==> config.mk <==
export PLATFORM = sky130hd
export DESIGN_NAME = esra_ctrl
export DESIGN_NICKNAME = d
export VERILOG_FILES = /design/src/rtl/esra_pkg.sv /design/src/rtl/esra_ctrl.sv
export SDC_FILE = /design/constraint.sdc
export NUM_CORES = 1
export LEC_CHECK = 0
export BUFFER_PORTS_ARGS = -buffer_cell sky130_fd_sc_hd__buf_4
export CELL_PAD_IN_SITES_DETAIL_PLACEMENT = 0
export CELL_PAD_IN_SITES_GLOBAL_PLACEMENT = 1
export CORE_UTILIZATION = 27
export DETAILED_ROUTE_END_ITERATION = 12
export PLACE_DENSITY = 0.82
export SYNTH_ARGS = -nofsm -noshare
export SYNTH_HDL_FRONTEND = slang
export SYNTH_SLANG_ARGS = --single-unit
==> constraint.sdc <==
create_clock -name clk -period 3.7 [get_ports clk]
set_clock_uncertainty 0.1 [all_clocks]
set_input_delay 0.37 -clock clk [delete_from_list [all_inputs] [get_ports clk]]
set_output_delay 0.37 -clock clk [all_outputs]
set_load 0.005 [all_outputs]
==> src/rtl/esra_pkg.sv <==
// Package for the exact-size reuse allocator: sizes, widths, register indexes,
// controller states and the command/status structs between controller and datapath.
// No dependencies.
package esra_pkg;

  localparam int ARENA_BYTES = 65536;
  localparam int FREE_DEPTH  = 64;
  localparam int HDR_BYTES   = 64;

  localparam int ALIGN_W    = $clog2(HDR_BYTES);
  localparam int SLOT_COUNT = ARENA_BYTES / HDR_BYTES;
  localparam int SLOT_W     = $clog2(SLOT_COUNT);
  localparam int CAP_W      = 17;
  localparam int SIZE_W     = 16;
  localparam int ADDR_W     = 32;
  localparam int IDX_W      = (FREE_DEPTH > 1) ? $clog2(FREE_DEPTH) : 1;
  localparam int CNT_W      = $clog2(FREE_DEPTH + 1);
  localparam int ENTRY_W    = SLOT_W + SIZE_W;
  localparam int CFG_IDX_W  = 1;

  typedef enum logic [CFG_IDX_W-1:0] {
    REG_ARENA_BASE,
    REG_CAPACITY
  } cfg_reg_t;

  typedef enum logic [2:0] {
    ST_IDLE,
    ST_CHECK,
    ST_FREE_RD,
    ST_SEARCH,
    ST_SHIFT,
    ST_BUMP,
    ST_FINISH
  } state_t;

  typedef enum logic [1:0] {
    IDX_HOLD,
    IDX_TOP,
    IDX_DEC,
    IDX_INC
  } idx_op_t;

  typedef struct packed {
    logic    load_in;
    idx_op_t idx_op;
    logic    list_rd;
    logic    rd_plus1;
    logic    size_rd;
    logic    list_push;
    logic    shift_wr;
    logic    count_dec;
    logic    take_match;
    logic    bump_commit;
    logic    set_full;
    logic    out_load;
  } cmd_t;

  typedef struct packed {
    logic is_free;
    logic req_ok;
    logic addr_ok;
    logic list_empty;
    logic list_full;
    logic match;
    logic idx_zero;
    logic next_in_list;
    logic next2_in_list;
    logic bump_fit;
  } sts_t;

endpackage

==> src/rtl/esra_ctrl.sv <==
// Controller state machine of the exact-size reuse allocator.
// Drives datapath commands from its status; depends on esra_pkg.
module esra_ctrl (
  input  logic          clk,
  input  logic          rst_n,
  input  logic          in_valid,
  output logic          in_ready,
  output logic          out_valid,
  input  logic          out_ready,
  input  esra_pkg::sts_t sts,
  output esra_pkg::cmd_t cmd
);
  import esra_pkg::*;

  state_t state_r, state_nxt;
  logic   out_valid_r, out_valid_nxt;

  always_ff @(posedge clk) begin
    if (!rst_n) begin
      state_r     <= ST_IDLE;
      out_valid_r <= 1'b0;
    end else begin
      state_r     <= state_nxt;
      out_valid_r <= out_valid_nxt;
    end
  end

  always_comb begin
    state_nxt = state_r;
    cmd       = '0;
    cmd.idx_op = IDX_HOLD;
    in_ready  = 1'b0;
    case (state_r)
      ST_IDLE: begin
        in_ready = 1'b1;
        if (in_valid) begin
          cmd.load_in = 1'b1;
          state_nxt   = ST_CHECK;
        end
      end
      ST_CHECK: begin
        if (sts.is_free) begin
          if (!sts.addr_ok) begin
            state_nxt = ST_FINISH;
          end else if (sts.list_full) begin
            cmd.set_full = 1'b1;
            state_nxt    = ST_FINISH;
          end else begin
            cmd.size_rd = 1'b1;
            state_nxt   = ST_FREE_RD;
          end
        end else if (!sts.req_ok) begin
          state_nxt = ST_FINISH;
        end else if (sts.list_empty) begin
          state_nxt = ST_BUMP;
        end else begin
          cmd.idx_op  = IDX_TOP;
          cmd.list_rd = 1'b1;
          state_nxt   = ST_SEARCH;
        end
      end
      ST_FREE_RD: begin
        cmd.list_push = 1'b1;
        state_nxt     = ST_FINISH;
      end
      ST_SEARCH: begin
        if (sts.match) begin
          cmd.take_match = 1'b1;
          if (sts.next_in_list) begin
            cmd.list_rd  = 1'b1;
            cmd.rd_plus1 = 1'b1;
            state_nxt    = ST_SHIFT;
          end else begin
            cmd.count_dec = 1'b1;
            state_nxt     = ST_FINISH;
          end
        end else if (sts.idx_zero) begin
          state_nxt = ST_BUMP;
        end else begin
          cmd.idx_op  = IDX_DEC;
          cmd.list_rd = 1'b1;
        end
      end
      ST_SHIFT: begin
        cmd.shift_wr = 1'b1;
        cmd.idx_op   = IDX_INC;
        if (sts.next2_in_list) begin
          cmd.list_rd  = 1'b1;
          cmd.rd_plus1 = 1'b1;
        end else begin
          cmd.count_dec = 1'b1;
          state_nxt     = ST_FINISH;
        end
      end
      ST_BUMP: begin
        cmd.bump_commit = sts.bump_fit;
        state_nxt       = ST_FINISH;
      end
      ST_FINISH: begin
        if (!out_valid_r || out_ready) begin
          cmd.out_load = 1'b1;
          state_nxt    = ST_IDLE;
        end
      end
      default: begin
        state_nxt = ST_IDLE;
      end
    endcase
  end

  assign out_valid_nxt = cmd.out_load ? 1'b1 : (out_ready ? 1'b0 : out_valid_r);
  assign out_valid     = out_valid_r;

endmodule

==> results of run 1 <==
==> through the flow <==
stage          cells  power (uW)  area [um^2]  utilization
2_1_floorplan     65         188          440            -
3_3_place_gp     105         265          642        0.426
3_5_place_dp     105         263          642        0.426
4_1_cts          108         320          664        0.441
5_1_grt          108         345          664        0.441
6_report         108         316          664        0.441
==> sequential cells by signal, summed over array words and instances, names as in the netlist <==
name / flops
state_r: 3
out_valid: 1
==> how the worst max path moves through the flow <==
stage                                       start      to  slack [ps]
after global routing      state_r[0]$_SDFFE_PN0P_  cmd[9]        1420
after detailed placement  state_r[0]$_SDFFE_PN0P_  cmd[9]        1780
after CTS                 state_r[0]$_SDFFE_PN0P_  cmd[9]        1530
after floorplan           state_r[0]$_SDFFE_PN0P_  cmd[9]        2140
final                     state_r[0]$_SDFFE_PN0P_  cmd[9]        1530
after global placement    state_r[0]$_SDFFE_PN0P_  cmd[9]        1810
==> final cells by class <==
cell class / instances / area share
Inverter: 5 / 0.0282
Timing Repair Buffer: 28 / 0.316
Multi-Input combinational cell: 52 / 0.471
Tap cell: 16 / 0.0301
Clock buffer: 3 / 0.0339
Sequential cell: 4 / 0.121
==> logic make-up after synthesis <==
| kind of cell | count (synthesis) |
|---|---|
| compound gates | 15 |
| buf+inv | 9 |
| flops | 4 |
| mux | 2 |
| simple gates | 35 |
==> placed cells by master, fill, tap and decap left out, drive strengths merged <==
cell type and count:
a211oi 1, a21o 1, a21oi 5, a22o 1, a31oi 1, and2 1
and2b 1, and3 2, buf 28, clkbuf 3, dfxtp 4, inv 5
mux2 1, mux2i 1, nand2 6, nand2b 5, nand3 1, nor2 9
nor2b 5, nor3 2, o21ai 3, o22a 1, o22ai 1, o32ai 1
or3 1, or3b 1, or4 1
==> power by group through the flow <==
stage / Sequential, uW / Clock (uW) / Combinational, uW
2_1_floorplan: 61.7 / 0 / 127
3_3_place_gp: 86.1 / 0 / 179
3_5_place_dp: 86.1 / 0 / 177
4_1_cts: 85.6 / 56.4 / 178
5_1_grt: 89.3 / 61.2 / 195
6_report: 85.6 / 53.9 / 177
==> worst min-delay path: stages <==
cell	delay, ps
buf_4	80
nand3_1	70
o32ai_2	80
==> routing by layer <==
layer  wire length [um]  track usage  share of wire
met1                503        0.178           0.43
met2                576        0.212           0.50
met3                 77       0.0603          0.067
met4                  0       0.0375              0
met5                  0            0              0
==> cells in the mapped netlist, types with 2 or more instances <==
cell / n / share of area
nor2_1: 9 / 0.077
nor2b_1: 4 / 0.057
buf_2: 2 / 0.023
a21oi_1: 5 / 0.057
nand2b_1: 5 / 0.071
nand2_1: 6 / 0.051
dfxtp_1: 4 / 0.18
o21ai_0: 2 / 0.023
inv_2: 2 / 0.017
inv_1: 3 / 0.026
and3_1: 2 / 0.028
nor3_1: 2 / 0.023
==> metrics.yaml, run 1 <==
cells_and_area:
  diodes: 0
  area_growth_pct: 50.9
  final_nets: 108
  layout-drive-gt1-share: 0.380
  regArea_um2: 80.1
  fill_cells: 159
  multi_input_comb_area_um2: 313
timing:
  fmax_mhz: 461
  slew_headroom: 0.742
  tightestPinTransition_ps: 386
  fin_crit_ps: 2170
  finalSetupViolCount: 0
  drv_slew: 0
  fin_crit_sh: 0.586
  setup_ws_ps: 1530
  fin_setup_tns_ps: 0
  holdWs_ps: 321
  rsz0062_at_grt: "false"
  finalHoldViolCount: 0
synthesis:
  synthAdderAreaFrac: 0
  ys_seq_elements: 4
  synth_cell_types: 31
  ys_seq_area_frac: 0.182
  synth_edf_count: 0
  synthSimpleGateAreaFrac: 0.432
  synthXorXnorAreaFrac: 0
  synth_compound_area_frac: 0.230
  synth_top_family_by_area: "simple AND/OR/NAND/NOR gates"
  synth-main-ff-cell: "dfxtp_1"
  syn_nets: 79
  synthCells: 65
  synthMuxAreaShare: 0.0483
  avgSynthCellArea_um2: 6.78
  yosysWarnings: 0
  syn_area_um2: 440
  async_reset_ff_frac: 0
critical_path:
  cp_top_family: "flip-flops"
  required_ps: 3230
  critPathCaptureType: "output pin"
  crit_path_start_kind: "flip-flop"
  cp_num_buf_inv: 2
  r2r_cells: 3
  r2r-start: "state_r[0]$_SDFFE_PN0P_"
  path_cells: "and2b_1, nand2_1, inv_2, a22o_1, a21o_1, buf_4"
  cp_max_fo: 12
  rrSetupSlack_ps: 2200
  worst-path-stages: 6
  max_stage_delay_ps: 510
  worstSetupPathType: "reg -> out"
  slowest_stage: "dfxtp_1"
  worstPathArrival_ps: 1700
  r2r-end: "state_r[2]$_SDFFE_PN0P_"
die:
  die_height_um: 42.4
  fp-row-count: 14
  core-area_um2: 1510
  initial_core_util: 0.292
  die_area_um2: 1800
  fp.dieW_um: 42.4
  io-pin-count: 29
worst_hold_path:
  hold_depth: 3
  hold_start: "rst_n"
  min_path_type: "in -> reg"
  min_to: "state_r[1]$_SDFFE_PN0P_"
cts:
  insertion_delay_ps: 230
  ctsLongestPathBuffers: 2
  clk_pin_slew_ps: 30
  ctsResizeCount: 0
  cts_sinks: 4
  cts_buffers: 3
  cts_setup_buffers: 0
  tritoncts: "built"
  clockRootBuffer: "clkbuf_4"
  htreeDepth: 1
  postCtsHoldBufs: 0
power:
  internal_power_uw: 191
  peakVddDrop_mv: 0.267
  power.share.switching: 0.397
  switchingPower_uw: 125
  combPwrFrac: 0.559
  clkPwrFrac: 0.171
  power_density_nw_per_um2: 476
  p_seq_frac: 0.271
  cellLeakagePower_uw: 0.000331
placed_design:
  dp_hpwl_um: 942
  place_ws_ps: 1780
  io_buffers: 28
  routabilityCongestion: 0.847
global_route:
  antenna_found_initial: 0
  grt_max_degree: 15
  grt_usage: 0.139
  overflow: 0
  grt_pass1_wl_um: 1880
  grt_pass1_vias: 438
drt:
  drcViolationCount: 0
  routedWlPerCell_um: 10.7
  dr.pass1.iters: 4
  vias_per_cell: 4.95
  vias: 535
  drt_wl_total_um: 1160
  drt_iter0_drc: 16
  ant_nets: 0
job:
  maxCapViolations: 0
status:
  status: "finished clean"
(Power assumes the default switching activity.)
==> inputs of run 2 (changes only) <==
--- a/config.mk
+++ b/config.mk
@@ -8,9 +8,9 @@
 export BUFFER_PORTS_ARGS = -buffer_cell sky130_fd_sc_hd__buf_4
 export CELL_PAD_IN_SITES_DETAIL_PLACEMENT = 0
 export CELL_PAD_IN_SITES_GLOBAL_PLACEMENT = 1
-export CORE_UTILIZATION = 27
+export CORE_UTILIZATION = 23
 export DETAILED_ROUTE_END_ITERATION = 12
-export PLACE_DENSITY = 0.82
+export PLACE_DENSITY = 0.75
 export SYNTH_ARGS = -nofsm -noshare
 export SYNTH_HDL_FRONTEND = slang
 export SYNTH_SLANG_ARGS = --single-unit
==> constraint.sdc (replaced) <==
create_clock -name clk -period 1.9 [get_ports clk]
set_clock_uncertainty 0.1 [all_clocks]
set_input_delay 0.19 -clock clk [delete_from_list [all_inputs] [get_ports clk]]
set_output_delay 0.19 -clock clk [all_outputs]
set_load 0.005 [all_outputs]
==> run 2 against run 1 <==
Net effect:
- wire length grew 0.95%
- critical path depth unchanged
- setup slack lost 1400 ps
- critical path type unchanged
- critical endpoint unchanged
- largest cell class unchanged
- highest routed layer is now met4
==> metrics.yaml, run 2 (synthesis results as in run 1) <==
timing:
  rsz0062_at_grt: "false"
  finalSetupViolCount: 0  # unchanged
  finalHoldViolCount: 0  # unchanged
  tightestPinTransition_ps: 341  # -45.0 ps
  fin_crit_sh: 0.937
  fmax_mhz: 562
  fin_crit_ps: 1780
  slew_headroom: 0.771  # +0.0286
  fin_setup_tns_ps: 0  # unchanged
  drv_slew: 0  # unchanged
placed_design:
  dp_hpwl_um: 964  # +2.3%
  dp_cells: 116  # +10%
  io_buffers: 28  # unchanged
  routabilityCongestion: 0.723  # -15%
global_route:
  grt_pass1_vias: 492  # +12%
  antenna_found_initial: 0  # unchanged
  grt_pass1_wl_um: 1940  # +3.3%
  grt_max_degree: 13  # -2
  overflow: 0  # unchanged
  grt_usage: 0.129  # -0.0104
worst_hold_path:
  hold_start: "rst_n"
  hold_depth: 3  # unchanged
  min_path_type: "in -> reg"
critical_path:
  required_ps: 1610  # -1620 ps
  crit_path_start_kind: "flip-flop"
  rrSetupSlack_ps: 480  # -1720 ps
  worstPathArrival_ps: 1490  # -210 ps
  cp-endpoint: "cmd[9]"
  cp_max_fo: 7  # -5
  r2r-start: "state_r[0]$_SDFFE_PN0P_"
  critPathCaptureType: "output pin"
  cp-startpoint: "state_r[2]$_SDFFE_PN0P_"
  r2r-end: "state_r[2]$_SDFFE_PN0P_"
  r2r_cells: 4  # +1
  worstSetupPathType: "reg -> out"
cts:
  tritoncts: "built"
  insertion_delay_ps: 230  # about the same
  clk_pin_slew_ps: 40  # about the same
  htreeDepth: 1  # unchanged
  cts_sinks: 4  # unchanged
  ctsLongestPathBuffers: 2  # unchanged
  clockRootBuffer: "clkbuf_4"
  postCtsHoldBufs: 0  # unchanged
  ctsResizeCount: 0  # unchanged
  cts_setup_buffers: 0  # unchanged
  cts_buffers: 3  # unchanged
power:
  switchingPower_uw: 250  # +99%
  p_seq_frac: 0.226  # -0.045
  power_density_nw_per_um2: 924  # +94%
  total_power_uw: 643  # +100%
  peakVddDrop_mv: 0.389  # +46%
  clkPwrFrac: 0.160  # -0.011
  combPwrFrac: 0.613  # +0.054
  internal_power_uw: 393  # +110%
  cellLeakagePower_uw: 0.000341  # +3.3%
  power.share.switching: 0.389  # -0.00785
status:
  status: "finished clean"
cells_and_area:
  final_common_cell: "buf_4"
  layout_common_cells: "buf_4 (30), nor2_1 (9), nand2b_1 (5), a21oi_1 (5), nand2_1 (5)"
  postLayoutCoreUtil: 0.394  # -0.0467
  area_growth_pct: 58.0
  regMostFlops: "state_r"
  largest_register_ff_count: 3  # unchanged
  final_nets: 110  # +1.9%
  diodes: 0  # unchanged
  finalNonFillerCells: 119  # +10%
  layout-drive-gt1-share: 0.426  # +0.0451
drt:
  vias: 527  # -1.5%
  vias_per_cell: 4.43  # -11%
  drcViolationCount: 0  # unchanged
  dr.pass1.iters: 4  # unchanged
  routedWlPerCell_um: 9.82  # -8.4%
  drt_iter0_drc: 6  # -10
  ant_nets: 0  # unchanged
  drt_wl_total_um: 1170  # +0.95%
die:
  io-pin-count: 29  # unchanged
  fp-row-count: 15  # +1
  initial_core_util: 0.250  # -0.0427
  core-area_um2: 1760  # +17%
  fp.dieW_um: 45.8  # +7.9%
  die_area_um2: 2090  # +17%
  die_height_um: 45.8  # +7.9%
job:
  maxCapViolations: 0  # unchanged
## run 2: changes by cell type in the layout (fill, tap and decap cells not counted)
cell / before / now
and2b_1: 1 / 0
and2b_2: 0 / 1
buf_4: 28 / 30
dfxtp_1: 4 / 3
dfxtp_2: 0 / 1
nand2_1: 6 / 5
nand2_2: 0 / 1
## run 2: power groups by stage
stage | combinational, uW | sequential [uW] | clock [uW]
finish | 394 | 145 | 103
detailed placement | 388 | 146 | 0
CTS | 391 | 144 | 110
global route | 434 | 151 | 112
floorplan | 247 | 120 | 0
global placement | 396 | 143 | 0
## run 2: metal layers
layer	up-vias	global-route usage	routed length, um	share of wire
met4	0	0.0882	11	0.0094
met5	-	0	0	0
li1	282	-	-	-
met1	227	0.171	560	0.48
met2	16	0.194	536	0.46
met3	2	0.0119	60	0.051
## run 2: cell type report
cell class	count	area (um^2)
flip-flops and latches	4	81.3
multi-input cells	52	317
inverters	5	18.8
repair buffers	30	225
fillers	205	1070
well taps	25	31.3
clock buffers	3	22.5
## run 2: stage by stage
stage                     worst slack, ps  instance area (um^2)  hold WS [ps]
final                                 120                   696           136
after global routing                 40.9                   696           158
after CTS                            30.5                   691           134
after detailed placement              288                   668           382
after global placement                324                   668           385
after floorplan                       515                   440           263
## run 2: worst min-delay path by stage
stage	to	slack [ps]
2_1_floorplan	state_r[1]$_SDFFE_PN0P_	260
3_3_place_gp	state_r[1]$_SDFFE_PN0P_	390
3_5_place_dp	state_r[1]$_SDFFE_PN0P_	380
4_1_cts	state_r[1]$_SDFFE_PN0P_	130
5_1_grt	state_r[1]$_SDFFE_PN0P_	160
6_report	state_r[1]$_SDFFE_PN0P_	140
## run 2: worst max-delay path: stages (launching register included)
cell and delay, ps:
dfxtp_1 360, and2b_2 260, nand2_2 90, inv_2 40
a22o_1 230, a21o_1 150, buf_4 130
==> inputs of run 3 (changes only) <==
--- a/config.mk
+++ b/config.mk
@@ -10,7 +10,7 @@
 export CELL_PAD_IN_SITES_GLOBAL_PLACEMENT = 1
 export CORE_UTILIZATION = 23
 export DETAILED_ROUTE_END_ITERATION = 12
-export PLACE_DENSITY = 0.75
+export PLACE_DENSITY = 0.69
 export SYNTH_ARGS = -nofsm -noshare
 export SYNTH_HDL_FRONTEND = slang
 export SYNTH_SLANG_ARGS = --single-unit
==> run 3 against run 2 <==
Net effect:
- worst hold slack improved by 19 ps
- sequential cell count unchanged
- global-route usage increased by 0.40 points
- final cell count unchanged
- maximum frequency increased by 1.0%
- sequential power decreased by 3%
- design area decreased by 0.54%
- sequential share of layout area increased by 0.063 points
- wire length increased by 12%
- clock-buffer cell count unchanged
- setup slack improved by 18 ps
- power increased by 0.25%
- critical path type unchanged
- highest routed layer is now met3
==> metrics.yaml, run 3 (synthesis results as in run 1) <==
die:
  die_height_um: 45.8  # unchanged
  initial_core_util: 0.250  # unchanged
  die_area_um2: 2090  # unchanged
  core-area_um2: 1760  # unchanged
  fp-row-count: 15  # unchanged
  fp.dieW_um: 45.8  # unchanged
  io-pin-count: 29  # unchanged
global_route:
  grt_max_degree: 13  # unchanged
  grt_usage: 0.133  # +0.00397
  overflow: 0  # unchanged
  grt_pass1_vias: 456  # -7.3%
  grt_pass1_wl_um: 1990  # +2.5%
  antenna_found_initial: 0  # unchanged
power:
  power.share.switching: 0.396  # +0.00676
  p_seq_frac: 0.218  # -0.008
  clkPwrFrac: 0.156  # -0.004
  switchingPower_uw: 255  # +2.0%
  cellLeakagePower_uw: 0.000341  # about the same
  peakVddDrop_mv: 0.486  # +25%
  combPwrFrac: 0.626  # +0.013
  power_density_nw_per_um2: 931  # +0.80%
  internal_power_uw: 389  # -0.86%
drt:
  drt_wl_total_um: 1300  # +12%
  routedWlPerCell_um: 10.9  # +12%
  dr.pass1.iters: 4  # unchanged
  drcViolationCount: 0  # unchanged
  drt_iter0_drc: 13  # +7
  vias_per_cell: 4.46  # +0.76%
  ant_nets: 0  # unchanged
  vias: 531  # +0.76%
placed_design:
  dp_hpwl_um: 1020  # +6.1%
  placed_cell_area_um2: 668  # unchanged
  routabilityCongestion: 0.769  # +6.4%
  place_ws_ps: 295  # +7.21 ps
  io_buffers: 28  # unchanged
status:
  status: "finished clean"
timing:
  holdWs_ps: 155  # +19.2 ps
  drv_slew: 0  # unchanged
  rsz0062_at_grt: "false"
  slew_headroom: 0.804  # +0.0326
  fmax_mhz: 568  # +1.0%
  finalHoldViolCount: 0  # unchanged
  setup_ws_ps: 139  # +18.4 ps
  tightestPinTransition_ps: 292  # -48.5 ps
  fin_setup_tns_ps: 0  # unchanged
  fin_crit_ps: 1760  # -18.4 ps
  finalSetupViolCount: 0  # unchanged
  fin_crit_sh: 0.927  # -0.00970
cts:
  clockRootBuffer: "clkbuf_4"
  tritoncts: "built"
  postCtsHoldBufs: 0  # unchanged
  htreeDepth: 1  # unchanged
  cts_setup_buffers: 0  # unchanged
  cts_buffers: 3  # unchanged
  cts_sinks: 4  # unchanged
  clk_pin_slew_ps: 40  # about the same
  insertion_delay_ps: 230  # about the same
  ctsLongestPathBuffers: 2  # unchanged
critical_path:
  crit_path_start_kind: "flip-flop"
  worstSetupPathType: "reg -> out"
  path_cells: "and2b_1, nand2_1, inv_2, a22o_1, a21o_1, buf_4"
  max_stage_delay_ps: 330  # -30 ps
  required_ps: 1610  # about the same
  critPathCaptureType: "output pin"
  slowest_stage: "dfxtp_1"
  cp_max_fo: 4  # -3
  worstPathArrival_ps: 1470  # -20 ps
cells_and_area:
  layout-drive-gt1-share: 0.404  # -0.0213
  diodes: 0  # unchanged
  largest_register_ff_count: 3  # unchanged
  regMostFlops: "state_r"
  postLayoutCoreUtil: 0.392  # -0.00213
  final_nets: 110  # unchanged
  layout_common_cells: "buf_4 (30), nor2_1 (9), nand2_1 (6), nand2b_1 (5), a21oi_1 (5)"
  final_common_cell: "buf_4"
  area_growth_pct: 57.1
  fin_area_um2: 692  # -0.54%
worst_hold_path:
  min_path_type: "in -> reg"
job:
  maxCapViolations: 0  # unchanged
-- run 3: critical path: cells and delay by family (launching register included) --
family                 cells  cell delay (ps)
and+or+nand+nor            2              350
AOI/OAI and AO/OA          2              380
DFF                        1              330
buffers and inverters      2              180
-- run 3: final cells by class --
| type | instances | area, um^2 |
|---|---|---|
| Fill cell | 206 | 1070 |
| Multi-Input combinational cell | 52 | 313 |
| Timing Repair Buffer | 30 | 225 |
| Sequential cell | 4 | 81.3 |
| Tap cell | 25 | 31.3 |
| Clock buffer | 3 | 22.5 |
| Inverter | 5 | 18.8 |
-- run 3: power groups by stage --
stage	clock network [uW]	registers, uW	logic, uW
after global routing	111	145	447
after CTS	104	139	403
after floorplan	0	120	247
after detailed placement	0	139	402
after global placement	0	138	405
final	100	141	403
-- run 3: repair_timing --
action | 4_1_cts | 5_1_grt
resized for setup | 0 | 1
endpoints found under the hold margin | 0 | 0
setup endpoints to repair | 0 | 2
-- run 3: path summary, 6_finish.rpt --
| kind | startpoint | endpoint | slack, ps | cells past startpoint |
|---|---|---|---|---|
| setup / recovery | state_r[2]$_SDFFE_PN0P_ | cmd[9] | 140 | 6 |
| hold / removal | rst_n | state_r[1]$_SDFFE_PN0P_ | 160 | 3 |
| setup reg to reg | state_r[0]$_SDFFE_PN0P_ | state_r[2]$_SDFFE_PN0P_ | 440 | 4 |
| hold reg to reg | out_valid$_SDFFE_PN0P_ | out_valid$_SDFFE_PN0P_ | 450 | 2 |
-- run 3: stage by stage --
| stage | total power [uW] | instances |
|---|---|---|
| 3_3_place_gp | 543 | 116 |
| 4_1_cts | 646 | 119 |
| 5_1_grt | 703 | 119 |
| 2_1_floorplan | 367 | 65 |
| 6_report | 644 | 119 |
| 3_5_place_dp | 540 | 116 |
-- run 3: per-layer routing --
metal	vias to the layer above	routed length, um	share of wire	GRT usage
li1	280	-	-	-
met1	230	605	0.46	0.185
met2	21	604	0.46	0.197
met3	0	93	0.071	0.0516
met4	0	0	0	0.0176
met5	-	0	0	0
